File: src/rtl/slot_status_table_core_defines.svh
// assertion macros for the slot status table
// no dependencies; taken in by the files that carry checks
`ifndef SLOT_STATUS_TABLE_CORE_DEFINES_SVH
`define SLOT_STATUS_TABLE_CORE_DEFINES_SVH

`ifndef ASSERT_OFF

`define SST_ASSERT_IMPLY(lbl, clk, rst, ante, cons) \
   lbl: assert property (@(posedge clk) disable iff (rst) (ante) |-> (cons)) \
      else $error("slot status table check failed");

`define SST_ASSERT_NEXT(lbl, clk, rst, ante, cons) \
   lbl: assert property (@(posedge clk) disable iff (rst) (ante) |=> (cons)) \
      else $error("slot status table check failed");

`else

`define SST_ASSERT_IMPLY(lbl, clk, rst, ante, cons)

`define SST_ASSERT_NEXT(lbl, clk, rst, ante, cons)

`endif

`endif

File: src/rtl/sst_pkg.sv
// shared types, widths and codes of the slot status table
// no dependencies; used by sst_update and slot_status_table_core
package sst_pkg;

   localparam int DEFAULT_MAX_SLOTS = 1024;
   localparam int CAP_RESET         = 1024;

   localparam int OP_W       = 3;
   localparam int SLOT_W     = 10;
   localparam int CNT_W      = 11;
   localparam int MARK_W     = 2;
   localparam int IN_DATA_W  = 16;
   localparam int OUT_DATA_W = 32;

   localparam logic [OP_W-1:0] OP_CLEAR   = 3'd0;
   localparam logic [OP_W-1:0] OP_DELETE  = 3'd1;
   localparam logic [OP_W-1:0] OP_ACTIVE  = 3'd2;
   localparam logic [OP_W-1:0] OP_OFFLOAD = 3'd3;
   localparam logic [OP_W-1:0] OP_LOADED  = 3'd4;
   localparam logic [OP_W-1:0] OP_QUERY   = 3'd5;

   localparam int MARK_DEL_BIT = 0;
   localparam int MARK_OFF_BIT = 1;

   typedef struct packed {
      logic              err;
      logic [MARK_W-1:0] prior_marks;
      logic [MARK_W-1:0] next_marks;
      logic [CNT_W-1:0]  deleted;
      logic [CNT_W-1:0]  offloaded;
      logic              has_active;
   } upd_type;

endpackage

File: src/rtl/sst_ram.sv
// generic single-write, single-read ram with registered read data
// no dependencies
module sst_ram #(
   parameter int WIDTH = 2,
   parameter int DEPTH = 1024,
   localparam int ADDR_W = (DEPTH > 1) ? $clog2(DEPTH) : 1
) (
   input  logic              clock,
   input  logic              wr_en,
   input  logic [ADDR_W-1:0] wr_addr,
   input  logic [WIDTH-1:0]  wr_data,
   input  logic              rd_en,
   input  logic [ADDR_W-1:0] rd_addr,
   output logic [WIDTH-1:0]  rd_data
);

   logic [WIDTH-1:0] mem_ff [DEPTH];
   logic [WIDTH-1:0] rd_data_ff;

   always_ff @(posedge clock) begin
      if (wr_en) begin
         mem_ff[wr_addr] <= wr_data;
      end
      if (rd_en) begin
         rd_data_ff <= mem_ff[rd_addr];
      end
   end

   assign rd_data = rd_data_ff;

endmodule

File: src/rtl/sst_update.sv
// next-state and result logic for one slot status request
// depends on sst_pkg
module sst_update (
   input  logic [sst_pkg::OP_W-1:0]   op,
   input  logic                       in_range,
   input  logic [sst_pkg::MARK_W-1:0] marks,
   input  logic [sst_pkg::CNT_W-1:0]  deleted,
   input  logic [sst_pkg::CNT_W-1:0]  offloaded,
   input  logic [sst_pkg::CNT_W-1:0]  cap,
   output sst_pkg::upd_type           upd
);

   logic                       del;
   logic                       off;
   logic                       full;
   logic                       err;
   logic [sst_pkg::CNT_W:0]    sum_now;
   logic [sst_pkg::CNT_W:0]    sum_next;
   logic [sst_pkg::CNT_W-1:0]  nd;
   logic [sst_pkg::CNT_W-1:0]  no;
   logic [sst_pkg::CNT_W-1:0]  fd;
   logic [sst_pkg::CNT_W-1:0]  fo;
   logic [sst_pkg::MARK_W-1:0] nm;

   assign del     = marks[sst_pkg::MARK_DEL_BIT];
   assign off     = marks[sst_pkg::MARK_OFF_BIT];
   assign sum_now = {1'b0, deleted} + {1'b0, offloaded};
   // one more mark would exceed capacity
   assign full    = sum_now >= {1'b0, cap};

   always_comb begin
      nd  = deleted;
      no  = offloaded;
      nm  = marks;
      err = 1'b0;
      unique case (op)
         sst_pkg::OP_CLEAR: begin
            if (del) nd = deleted - 1'b1;
            if (off) no = offloaded - 1'b1;
            nm = '0;
         end
         sst_pkg::OP_DELETE: begin
            if (del || full) err = 1'b1;
            else begin
               nm[sst_pkg::MARK_DEL_BIT] = 1'b1;
               nd = deleted + 1'b1;
            end
         end
         sst_pkg::OP_ACTIVE: begin
            if (!del) err = 1'b1;
            else begin
               nm[sst_pkg::MARK_DEL_BIT] = 1'b0;
               nd = deleted - 1'b1;
            end
         end
         sst_pkg::OP_OFFLOAD: begin
            if (del || off || full) err = 1'b1;
            else begin
               nm[sst_pkg::MARK_OFF_BIT] = 1'b1;
               no = offloaded + 1'b1;
            end
         end
         sst_pkg::OP_LOADED: begin
            if (del || !off) err = 1'b1;
            else begin
               nm[sst_pkg::MARK_OFF_BIT] = 1'b0;
               no = offloaded - 1'b1;
            end
         end
         sst_pkg::OP_QUERY: begin
            nm = marks;
         end
         default: begin
            err = 1'b1;
         end
      endcase
      if (!in_range) err = 1'b1;
   end

   assign fd       = err ? deleted : nd;
   assign fo       = err ? offloaded : no;
   assign sum_next = {1'b0, fd} + {1'b0, fo};

   assign upd.err         = err;
   assign upd.prior_marks = in_range ? marks : '0;
   assign upd.next_marks  = nm;
   assign upd.deleted     = fd;
   assign upd.offloaded   = fo;
   assign upd.has_active  = sum_next < {1'b0, cap};

endmodule

File: src/rtl/slot_status_table_core.sv
// slot status table: deleted and offloaded marks per slot, with counts
// depends on sst_pkg, sst_ram, sst_update and slot_status_table_core_defines.svh
//
//  port group  dir  tdata / data           tuser
//  req_*       in   slot                   op
//  rsp_*       out  marks, counts, active  error
//  csr_*       in   capacity_in_use        -
//
// one request per cycle sustained while responses are taken; acceptance loads s1, s1 firing loads rsp_tvalid
// the mark ram read at acceptance and the write-back as s1 fires set the pace;
// a write forwarding register covers back-to-back requests to the same slot
// after reset a clearing pass writes zero marks to all MAX_SLOTS slots, no request taken
// a stalled response holds the request in flight; req_tready drops behind it
`include "slot_status_table_core_defines.svh"

module slot_status_table_core #(
   parameter int MAX_SLOTS = sst_pkg::DEFAULT_MAX_SLOTS
) (
   input  logic                            clock,
   input  logic                            reset,
   input  logic                            req_tvalid,
   output logic                            req_tready,
   // [9:0] slot, rest zero
   input  logic [sst_pkg::IN_DATA_W-1:0]   req_tdata,
   // [2:0] op
   input  logic [sst_pkg::OP_W-1:0]        req_tuser,
   output logic                            rsp_tvalid,
   input  logic                            rsp_tready,
   // [0] was_deleted, [1] was_offloaded, [12:2] deleted_total,
   // [23:13] offloaded_total, [24] has_active, rest zero
   output logic [sst_pkg::OUT_DATA_W-1:0]  rsp_tdata,
   // [0] error
   output logic                            rsp_tuser,
   input  logic                            csr_wr_en,
   input  logic [sst_pkg::CNT_W-1:0]       csr_wr_data
);

   localparam int ADDR_W = (MAX_SLOTS > 1) ? $clog2(MAX_SLOTS) : 1;
   localparam int EXT_W  = sst_pkg::SLOT_W + ADDR_W;
   localparam int CAP_RST =
      (MAX_SLOTS < sst_pkg::CAP_RESET) ? MAX_SLOTS : sst_pkg::CAP_RESET;
   localparam logic [ADDR_W-1:0]         CLR_LAST = ADDR_W'(MAX_SLOTS - 1);
   localparam logic [sst_pkg::CNT_W-1:0] CAP_INIT = sst_pkg::CNT_W'(CAP_RST);

   logic                            clr_active_ff, clr_active_in;
   logic [ADDR_W-1:0]               clr_addr_ff, clr_addr_in;
   logic [sst_pkg::CNT_W-1:0]       cap_ff, cap_in;
   logic [sst_pkg::CNT_W-1:0]       deleted_ff, deleted_in;
   logic [sst_pkg::CNT_W-1:0]       offloaded_ff, offloaded_in;
   logic                            s1_valid_ff, s1_valid_in;
   logic [sst_pkg::OP_W-1:0]        s1_op_ff;
   logic [sst_pkg::SLOT_W-1:0]      s1_slot_ff;
   logic                            fwd_valid_ff;
   logic [ADDR_W-1:0]               fwd_addr_ff;
   logic [sst_pkg::MARK_W-1:0]      fwd_data_ff;
   logic                            rsp_valid_ff, rsp_valid_in;
   logic [sst_pkg::OUT_DATA_W-1:0]  rsp_data_ff;
   logic                            rsp_err_ff;

   logic                            rsp_free;
   logic                            s1_fire;
   logic                            req_fire;
   logic [EXT_W-1:0]                req_slot_ext;
   logic [EXT_W-1:0]                s1_slot_ext;
   logic [ADDR_W-1:0]               req_addr;
   logic [ADDR_W-1:0]               s1_addr;
   logic [sst_pkg::MARK_W-1:0]      ram_rd_data;
   logic [sst_pkg::MARK_W-1:0]      s1_marks;
   logic                            s1_in_range;
   logic                            ram_we;
   logic [ADDR_W-1:0]               ram_wr_addr;
   logic [sst_pkg::MARK_W-1:0]      ram_wr_data;
   sst_pkg::upd_type                upd;

   assign rsp_free   = !rsp_valid_ff || rsp_tready;
   assign s1_fire    = s1_valid_ff && rsp_free;
   assign req_tready = !clr_active_ff && (!s1_valid_ff || s1_fire);
   assign req_fire   = req_tvalid && req_tready;

   assign req_slot_ext = EXT_W'(req_tdata[sst_pkg::SLOT_W-1:0]);
   assign s1_slot_ext  = EXT_W'(s1_slot_ff);
   assign req_addr     = req_slot_ext[ADDR_W-1:0];
   assign s1_addr      = s1_slot_ext[ADDR_W-1:0];

   assign s1_marks    = (fwd_valid_ff && (fwd_addr_ff == s1_addr)) ? fwd_data_ff
                                                                    : ram_rd_data;
   assign s1_in_range = {1'b0, s1_slot_ff} < cap_ff;

   sst_update u_update (
      .op        (s1_op_ff),
      .in_range  (s1_in_range),
      .marks     (s1_marks),
      .deleted   (deleted_ff),
      .offloaded (offloaded_ff),
      .cap       (cap_ff),
      .upd       (upd)
   );

   assign ram_we      = clr_active_ff || (s1_fire && !upd.err);
   assign ram_wr_addr = clr_active_ff ? clr_addr_ff : s1_addr;
   assign ram_wr_data = clr_active_ff ? '0 : upd.next_marks;

   sst_ram #(
      .WIDTH (sst_pkg::MARK_W),
      .DEPTH (MAX_SLOTS)
   ) u_marks (
      .clock   (clock),
      .wr_en   (ram_we),
      .wr_addr (ram_wr_addr),
      .wr_data (ram_wr_data),
      .rd_en   (req_fire),
      .rd_addr (req_addr),
      .rd_data (ram_rd_data)
   );

   always_comb begin
      clr_active_in = clr_active_ff;
      clr_addr_in   = clr_addr_ff;
      if (clr_active_ff) begin
         clr_addr_in = clr_addr_ff + 1'b1;
         if (clr_addr_ff == CLR_LAST) clr_active_in = 1'b0;
      end
   end

   always_comb begin
      cap_in = cap_ff;
      if (csr_wr_en) begin
         if (32'(csr_wr_data) < MAX_SLOTS) cap_in = csr_wr_data;
         else cap_in = sst_pkg::CNT_W'(MAX_SLOTS);
      end
   end

   assign deleted_in   = (s1_fire && !upd.err) ? upd.deleted : deleted_ff;
   assign offloaded_in = (s1_fire && !upd.err) ? upd.offloaded : offloaded_ff;
   assign s1_valid_in  = req_fire || (s1_valid_ff && !s1_fire);
   assign rsp_valid_in = s1_fire || (rsp_valid_ff && !rsp_tready);

   always_ff @(posedge clock) begin
      if (reset) begin
         clr_active_ff <= 1'b1;
         clr_addr_ff   <= '0;
         cap_ff        <= CAP_INIT;
         deleted_ff    <= '0;
         offloaded_ff  <= '0;
         s1_valid_ff   <= 1'b0;
         fwd_valid_ff  <= 1'b0;
         rsp_valid_ff  <= 1'b0;
      end else begin
         clr_active_ff <= clr_active_in;
         clr_addr_ff   <= clr_addr_in;
         cap_ff        <= cap_in;
         deleted_ff    <= deleted_in;
         offloaded_ff  <= offloaded_in;
         s1_valid_ff   <= s1_valid_in;
         rsp_valid_ff  <= rsp_valid_in;
         if (ram_we) fwd_valid_ff <= 1'b1;
      end
   end

   always_ff @(posedge clock) begin
      if (req_fire) begin
         s1_op_ff   <= req_tuser;
         s1_slot_ff <= req_tdata[sst_pkg::SLOT_W-1:0];
      end
      if (ram_we) begin
         fwd_addr_ff <= ram_wr_addr;
         fwd_data_ff <= ram_wr_data;
      end
      if (s1_fire) begin
         rsp_data_ff <= sst_pkg::OUT_DATA_W'({upd.has_active, upd.offloaded, upd.deleted,
                                              upd.prior_marks[sst_pkg::MARK_OFF_BIT],
                                              upd.prior_marks[sst_pkg::MARK_DEL_BIT]});
         rsp_err_ff  <= upd.err;
      end
   end

   assign rsp_tvalid = rsp_valid_ff;
   assign rsp_tdata  = rsp_data_ff;
   assign rsp_tuser  = rsp_err_ff;

   `SST_ASSERT_IMPLY(a_no_req_in_clear, clock, reset, clr_active_ff, !req_tready && !s1_valid_ff)
   `SST_ASSERT_IMPLY(a_sum_bounded, clock, reset, 1'b1,
      (32'(deleted_ff) + 32'(offloaded_ff)) <= MAX_SLOTS)
   `SST_ASSERT_NEXT(a_err_keeps_counts, clock, reset, s1_fire && upd.err,
      $stable(deleted_ff) && $stable(offloaded_ff))
   `SST_ASSERT_IMPLY(a_write_only_legal, clock, reset, ram_we && !clr_active_ff, s1_fire && !upd.err)
   `SST_ASSERT_NEXT(a_fire_gives_rsp, clock, reset, s1_fire, rsp_valid_ff)

endmodule
File: config.mk
export PLATFORM = sky130hd
export DESIGN_NAME = slot_status_table_core
export DESIGN_NICKNAME = d
export VERILOG_FILES = /design/src/rtl/sst_pkg.sv /design/src/rtl/sst_ram.sv /design/src/rtl/sst_update.sv /design/src/rtl/slot_status_table_core.sv
export VERILOG_INCLUDE_DIRS = /design/src /design/src/rtl
export SDC_FILE = /design/constraint.sdc
export NUM_CORES = 2
export LEC_CHECK = 0
export ABC_AREA = 1
export BUFFER_PORTS_ARGS = -buffer_cell sky130_fd_sc_hd__buf_4
export CAP_MARGIN = 20
export CORE_MARGIN = 8
export CORE_UTILIZATION = 55
export CTS_BUF_LIST = sky130_fd_sc_hd__clkbuf_8
export DETAILED_ROUTE_END_ITERATION = 10
export PLACE_DENSITY = 0.69
export SLEW_MARGIN = 15
export SYNTH_ARGS = -nofsm -noshare
export SYNTH_HDL_FRONTEND = slang
export SYNTH_HIERARCHICAL = 1
export SYNTH_SLANG_ARGS = --single-unit
export TNS_END_PERCENT = 20
File: constraint.sdc
create_clock -name clock -period 50.3 [get_ports clock]
set_input_delay 5.03 -clock clock [delete_from_list [all_inputs] [get_ports clock]]
set_output_delay 5.03 -clock clock [all_outputs]
set_load 0.02 [all_outputs]
==> reports/qor.csv <==
metric,value,unit
cts-buffers-inserted,353,
path_max_fanout,3,
leakagePower,0.0380,uW
netlist_top_cells_count,"2297 x nand2_1, 2123 x nand3_1, 2101 x edfxtp_1",
nFillCells,14000,
rows,152,
holdCritPathClass,flop to flop,
postSynthRegisterBits,2148,
dieArea,185000,um^2
core_area,171000,um^2
rsz0062_at_grt,no,
status,"finished, final reports clean",
crit_chain,"buf_4, inv_1, nand2_1, o21ai_0, inv_1, buf_4",
whs,0.493,ns
start_kind,primary input,
gp_congestion,0.847,
antenna_found_initial,8,
grt_max_degree,265,
nets,8902,
crit_family,buffers and inverters,
drive_above_1_share,7.56,%
post-route-drc-count,0,
io_pins,70,
worst_pin_slew,1.37,ns
placed_cells,10700,
ir_drop,0.0000299,V
slowest_delay,0.21,ns
viasPerCell,5.97,
cts_buffer_depth,4,
synth_warnings,6,
grt_pass1_vias,64800,
synth.area.top_cells,"edfxtp_1 67%, nand3_1 11%, nand2_1 9.2%, nor2_1 4.4%, buf_2 1.4%",
skew,0.0805,ns
detail_route.wl_per_cell,22.8,um
yosysMostFrequentCell,nand2_1,
fmax,92.7,MHz
root_buffer,clkbuf_8,
place.port_buffers,56,
cp.required,45.27,ns
stdcell_count,11300,
synth_cell_types,56,
cts.sinks,2148,
finalWirelength,257000,um
synth_ff_type,edfxtp_1,
cts_max_level,5,
seq_area,64000,um^2
multi_input_area,26500,um^2
cts_tree,done,
grt_use_total,26.9,%
drtAntennaViolNets,0,
r2r_slack,42.68,ns
cp.arrival,5.76,ns
drv_cap,0,
start_util,55.1,%
cts_hold_buf,0,
power.density,33.9,nW/um^2
synth-edff-count,2101,
areaGrowthSynthToFinish,8.25,%
synth.largest_area_cell,edfxtp_1,
syn_area,94200,um^2
cp.buffers_inverters,4,
vias,67400,
clock_latency,1.04,ns
end_kind,output pin,
finalMaxSlewViolations,0,
grt-ovfl-total,0,
finalCritPeriodShare,21.5,%
cts_setup_buffers,0,
die_height,430,um
slew_headroom,8.89,%
synth_cells,8942,
cpMaxStageDelayCell,o21ai_0,
grt_pass1_wl,382000,um
period_needed,10.79,ns
synth.top_cell.area_share,67.0,%
synth_seq_area_share,68.0,%
ctsResizeCount,0,
postSynthAreaPerCell,10.5,um^2
drt_iter0_drc,8608,
detail_route.first_pass.iterations,6,
fp.dieW,430,um
dp_hpwl,132000,um
finalHoldViolCount,0,
critPathKind,primary input to output pin,
finalSetupViolations,0,
fin_setup_tns,0,ns
clk_pin_slew_worst_paths,0.05,ns
synth_async_sr_flop_share,0,%
## routing by layer
metal / wire (um) / GRT usage [%]
met5: 20 / 0
met4: 12400 / 12.4
met3: 27400 / 5.18
met2: 117000 / 42.7
met1: 99900 / 36.2
## report_power, final
| group | switching [uW] | internal [uW] | leakage, uW |
|---|---|---|---|
| registers | 0.738 | 1940 | 0.0240 |
| logic | 121 | 38.5 | 0.0104 |
| clock network | 666 | 692 | 0.00354 |
## stage by stage
step                      cell area, um^2  worst slack (ns)  total power [uW]  utilization (%)
final                              102000             39.51              3450             59.6
after floorplan                     94200             18.53              2080                -
after global routing               102000             39.45              3560             59.6
after CTS                          102000             39.50              3470             59.6
after global placement              95400             39.51              2130             55.8
after detailed placement            95800             39.50              2130             56.0
## sequential cells by signal, summed over array words and instances, names as in the netlist, 2 cells and up
signal and count:
cap_ff 11, s1_op_ff 3, u_marks/rd_data 2, s1_addr 10, fwd_data_ff 2, rsp_tdata 25, offloaded_ff 11, u_marks/mem_ff 2048
fwd_addr_ff 10, deleted_ff 11, clr_addr_ff 10
## logic make-up (layout without fill, tap and decap cells)
group / after synthesis / in the layout / share of synthesized area [%]
DFF: 2148 / 2148 / 68.0
adders and majority gates: 59 / 59 / 0.800
buffers and inverters: 879 / 978 / 4.14
and+or+nand+nor: 5632 / 5632 / 25.6
other: 1 / 10 / 0.00398
AOI/OAI and AO/OA: 196 / 196 / 1.18
xor gates and xnor gates: 27 / 27 / 0.251
## worst register-to-register path: cells and delay by family, from the launching register on
kind            cells  cell delay, ns
compound gates      6            0.92
xor+xnor            1            0.15
buf+inv             7            3.67
flops               1            0.37
simple gates        9            1.19
fa+ha+maj           3            0.92
## layout by cell type (no fill, tap or decap), types with 6 or more instances in the layout
cell type	n
nor2_1	1099
nand3_4	9
xor2_1	17
conb_1	7
a21oi_1	82
nor3_1	38
nand2_1	2271
nor2_4	6
clkinv_2	32
bufinv_16	6
nand4_1	19
clkinv_1	77
nand3_1	2117
edfxtp_1	2101
buf_8	19
nor2_2	8
xnor2_1	10
o21ai_0	59
dfxtp_1	47
nor3_2	6
nand2_2	29
ha_1	57
or2_2	10
clkbuf_8	362
buf_12	8
clkinvlp_4	6
buf_16	7
nand2_4	12
a31oi_1	9
inv_1	309
buf_4	143
## layout make-up
type / count / share of cell area [%]
antenna: 3 / 0.00736
clock buffer: 362 / 4.89
clock inverter: 232 / 1.07
inverter: 205 / 0.792
multi-input combinational: 5921 / 26.0
sequential: 2148 / 62.8
tap: 2233 / 2.74
timing repair buffer: 179 / 1.69
## worst paths after layout
path | cells after the start | start | endpoint
setup / recovery | 6 | rsp_tready | req_tready
hold / removal | 2 | fwd_valid_ff | fwd_valid_ff
setup reg to reg | 26 | deleted_ff[0] | u_marks/mem_ff[392][1]
hold reg to reg | 2 | fwd_valid_ff | fwd_valid_ff
Note: power is estimated with default switching activity, not from simulation.
